**src/hw/rtl/lob_ram.sv**
```systemverilog
// ----------------------------------------------------------------------------
// lob_ram
// Generic single-write, single-read RAM with a registered read port.
// ----------------------------------------------------------------------------
module lob_ram #(
  parameter int WIDTH = 8,
  parameter int DEPTH = 16
) (
  input  logic                     clk,
  input  logic                     we,
  input  logic [$clog2(DEPTH)-1:0] waddr,
  input  logic [WIDTH-1:0]         wdata,
  input  logic [$clog2(DEPTH)-1:0] raddr,
  output logic [WIDTH-1:0]         rdata
);

  logic [WIDTH-1:0] mem [DEPTH];

  // Write port and registered read port.
  always_ff @(posedge clk) begin
    if (we) begin
      mem[waddr] <= wdata;
    end
    rdata <= mem[raddr];
  end

endmodule

```
**config.mk**
```make
export PLATFORM = sky130hd
export DESIGN_NAME = lob_ram
export DESIGN_NICKNAME = d
export VERILOG_FILES = /design/src/hw/rtl/lob_ram.sv
export SDC_FILE = /design/constraint.sdc
export NUM_CORES = 1
export LEC_CHECK = 0
export BUFFER_PORTS_ARGS = -buffer_cell sky130_fd_sc_hd__buf_2
export CAP_MARGIN = 15
export CORE_UTILIZATION = 30
export DETAILED_ROUTE_END_ITERATION = 8
export PLACE_DENSITY_LB_ADDON = 0.15
export SYNTH_ARGS = -nofsm -noshare
export SYNTH_HDL_FRONTEND = slang
export SYNTH_SLANG_ARGS = --single-unit
```
**constraint.sdc**
```tcl
create_clock -name clk -period 1.8 [get_ports clk]
set_input_delay 0.18 -clock clk [delete_from_list [all_inputs] [get_ports clk]]
set_output_delay 0.18 -clock clk [all_outputs]
set_load 0.05 [all_outputs]
```
* Word level (Yosys, flattened, before mapping) *
Memory sizes are Yosys's and may differ from the RTL's. A register that Yosys moved wholly into a read port is not among the register bits.
Cells that the tools add are included.

operators by class
  muxes and demuxes = 2

operators by type and width
  kind     number
  $mux W1  2

word-level totals
  register bits after elaboration = 0
  memory bits (writable) = 128
  input port bits = 18
  output and inout bits = 8
  word-level logic and storage cells = 3
  memories = 1

memory list
  memory  depth  bits a word  read ports  clocked after memory_dff  write ports  line  text
  mem     16     8            1           1                         1            17    logic [WIDTH-1:0] mem [DEPTH];

* Logic depth before layout (Yosys ltp) *
  depth after elaboration = 2
  mapped depth = 5
  mapped depth without buffers = 3

* Worst setup path before layout *
OpenSTA, ideal clock, no wires.

  path kind = in2reg
  start point = input port waddr[2]
  end point = memory mem[0][0] (enable)
  setup time = 0.383 ns
  arrival = 1.290 ns
  required time = 1.417 ns
  slack = 0.127 ns
  stages on the path = 2
  path buffers = 0
  path through = or3b_2 -> nor3_1

RTL lines
  item                line  text
  start: declaration  11    input logic [$clog2(DEPTH)-1:0] waddr,
  end: declaration    17

No word-level cell before the write port.

==> Flow_metrics.wiki <==
{| class="wikitable"
! Metric !! Value
|-
| Inserted Clock Buffers || 17
|-
| Area of the core || 0.0166 mm^2
|-
| 1st-pass router iterations || 4
|-
| FF+latch count, synth || 136
|-
| Starting DRC count in detailed routing || 234
|-
| Combinational group share of total power || 6.0%
|-
| Sequential Power Share || 50.9%
|-
| Area Overhead vs Synth || 20.9%
|-
| Critical path fanouts, max || 1
|-
| Standard cell with the maximum stage delay on the critical path || mux4_1
|-
| Data arrival at the endpoint of the critical path || 1.68 ns
|-
| Slew HR || 60.0%
|-
| Antenna cells || 0
|-
| GRT Residual Overflow || 0
|-
| Inst Count DP || 490
|-
| Clock period minus final worst setup slack || 1.40 ns
|-
| Worst IR Drop VDD || 0.661 mV
|-
| Number of warning messages in the yosys log || 0
|-
| RSZ-0062 raised after global routing || no
|-
| Root buffer cell || clkbuf_16
|-
| Setup tns final || 0 ns
|-
| Vias per cell || 4.57
|-
| CP cell instances || mux4_1 > a22oi_1 > nand2_1
|-
| Critical path buffer and inverter count || 0
|-
| Count of instances resized after the clock tree is built || 0
|-
| Primary flip-flop cell chosen by synthesis mapping || edfxtp_1
|-
| Post-synth top area share || 74.7%
|-
| Routed WL per cell || 20.0 um
|-
| Post-CTS setup-driven buffer insertion count || 0
|-
| Cell area after synthesis || 0.00515 mm^2
|-
| Post-layout instance count excluding filler cells || 522
|-
| CTS H-tree depth || 4
|-
| Top Family by Delay on Critical Path || multiplexers
|-
| Final clock period utilization by the worst path || 77.9%
|-
| Fraction of power spent switching nets || 20.5%
|-
| Overall Global Routing Usage || 13.0%
|-
| Area leader, netlist || edfxtp_1
|-
| Post-synth EDFFs || 128
|-
| Wire length on met1 || 4.97 mm
|-
| Critical Path Sink Type || flip-flop
|-
| Critical path start-end classification || reg -> reg
|-
| Path type of the worst min-delay path || in -> reg
|-
| Power Density || 1120 mW/mm^2
|-
| Clock skew after layout || 0.00985 ns
|-
| Sequential fraction of the synthesis area || 77.8%
|-
| I/O Pins || 26
|-
| Global-route wire length before repair || 15.8 mm
|-
| CTS tree || yes
|-
| Total of max-cap violations || 0
|-
| Fin area || 0.00622 mm^2
|-
| Top metal layer carrying routed signals || met4
|-
| Post-synthesis instance total || 229
|-
| Post-Synthesis Mean Instance Area || 22.5 um^2
|-
| Largest buffer count on any clock path || 2
|-
| Largest net degree at the start of global routing || 17
|-
| Placed Area || 0.00571 mm^2
|-
| Vias in the first global route || 2581
|-
| Sink Count || 136
|-
| Total Die Area || 0.0177 mm^2
|-
| Count of cell types in the netlist || 19
|-
| Leading cell types in the layout, fill and taps excluded || edfxtp_1 (128), buf_2 (25), buf_4 (22), mux4_2 (18), clkbuf_16 (17)
|-
| RePlAce Congestion || 0.705
|-
| Starting density of the core || 30.9%
|-
| DRC violations left || 0
|-
| Fmax || 713 MHz
|-
| Final Setup Violations || 0
|-
| P_sw || 1430 uW
|-
| DR WL met2 || 5.07 mm
|-
| Wire length after detailed routing || 10.5 mm
|-
| Met3 wire len || 289 um
|-
| Final count of hold timing violations || 0
|-
| Post-cts hold buffer count || 0
|-
| Clock insertion delay at the later pin of the skew report || 0.41 ns
|-
| Count of standard-cell rows || 47
|-
| Overall die height || 133 um
|-
| Initial antenna violation count || 0
|-
| Clock-pin slew reported for the worst setup and hold paths after clock tree synthesis || 0.05 ns
|-
| Outcome || completed
|-
| Portion of total power attributed to the clock network || 43.0%
|-
| Net count of the mapped netlist || 247
|-
| Internal power of the cells || 5560 uW
|-
| Final Slew Violations || 0
|-
| Worst-margin pin slew || 0.598 ns
|-
| Most common cell after layout, fill and taps aside || edfxtp_1
|-
| Final-stage net count || 307
|-
| Width of the chip || 133 um
|-
| Max stage delay on crit path || 0.50 ns
|-
| Worst hold slack || 0.159 ns
|-
| Synth top area cells || edfxtp_1 (75%), mux4_2 (7.9%), mux4_1 (7.1%)
|-
| Vias after detailed routing || 2387
|-
| Lkg Pwr || 0.00210 uW
|-
| Critical Path RT || 2.08 ns
|-
| Antenna Nets Post-Route || 0
|-
| Buffers on Ports || 25
|-
| Estimated wirelength of the detail-placed design || 7.06 mm
|-
| Fraction of registers with async set/reset || 0%
|-
| Startpoint type of the worst setup path || flip-flop
|-
| Proportion of layout cells with a drive suffix above 1 || 30.8%
|}
## power groups by stage
stage	combinational (uW)	sequential, uW	clock, uW
after global placement	425	3630	0
after detailed placement	428	3630	0
final	420	3560	3010
after global routing	453	3570	3190
after CTS	429	3560	3070
after floorplan	180	3700	0
## through the flow
stage	utilization [%]	worst slack (ns)	total power (uW)
6_report	37.4	0.398	6990
5_1_grt	37.4	0.318	7210
4_1_cts	37.4	0.397	7070
3_5_place_dp	34.3	0.119	4050
3_3_place_gp	34.3	0.116	4050
2_1_floorplan	-	0.127	3880
## area by class of cell
type	instances	area, um^2
clock inverter	3	15.0
timing repair buffer	51	370
fill	1528	10400
tap	220	275
multi-input combinational	83	1060
clock buffer	29	500
sequential	136	4000
## state kept, by name, summed over array words and instances, names as in the netlist
register / cells
rdata: 8
mem: 128
## kinds of logic (layout without fill, tap and decap cells)
group / after synthesis / in the layout / share of synthesized area, %
AND/OR/NAND/NOR: 35 / 35 / 3.18
flip-flops: 136 / 136 / 77.8
buffers and inverters: 10 / 83 / 1.68
multiplexers: 32 / 32 / 15.0
AO/OA/AOI/OAI: 16 / 16 / 2.33
## per-layer routing
layer	GRT usage, %	vias up
met4	6.32	0
met3	3.33	9
li1	-	1092
met5	0	-
met1	17.0	1241
met2	20.1	45
## synth_stat cells, types with 2 or more instances
library cell	number
edfxtp_1	128
nor2_1	13
buf_2	3
nand2b_1	2
buf_6	3
mux4_1	14
mux4_2	18
nor3_1	4
nand2_1	9
clkdlybuf4s25_2	3
dfxtp_1	8
nand3b_1	2
a22oi_1	16
## path summary, 6_finish.rpt
| path | slack, ns | to | cells past startpoint | start |
|---|---|---|---|---|
| hold reg to reg | 0.67 | rdata[5] | 3 | mem[11][5] |
| hold / removal | 0.16 | mem[7][6] | 1 | wdata[6] |
| setup reg to reg | 0.40 | rdata[4] | 3 | mem[9][4] |
| setup / recovery | 0.40 | rdata[4] | 3 | mem[9][4] |
Power figures use the tool's default switching activity.
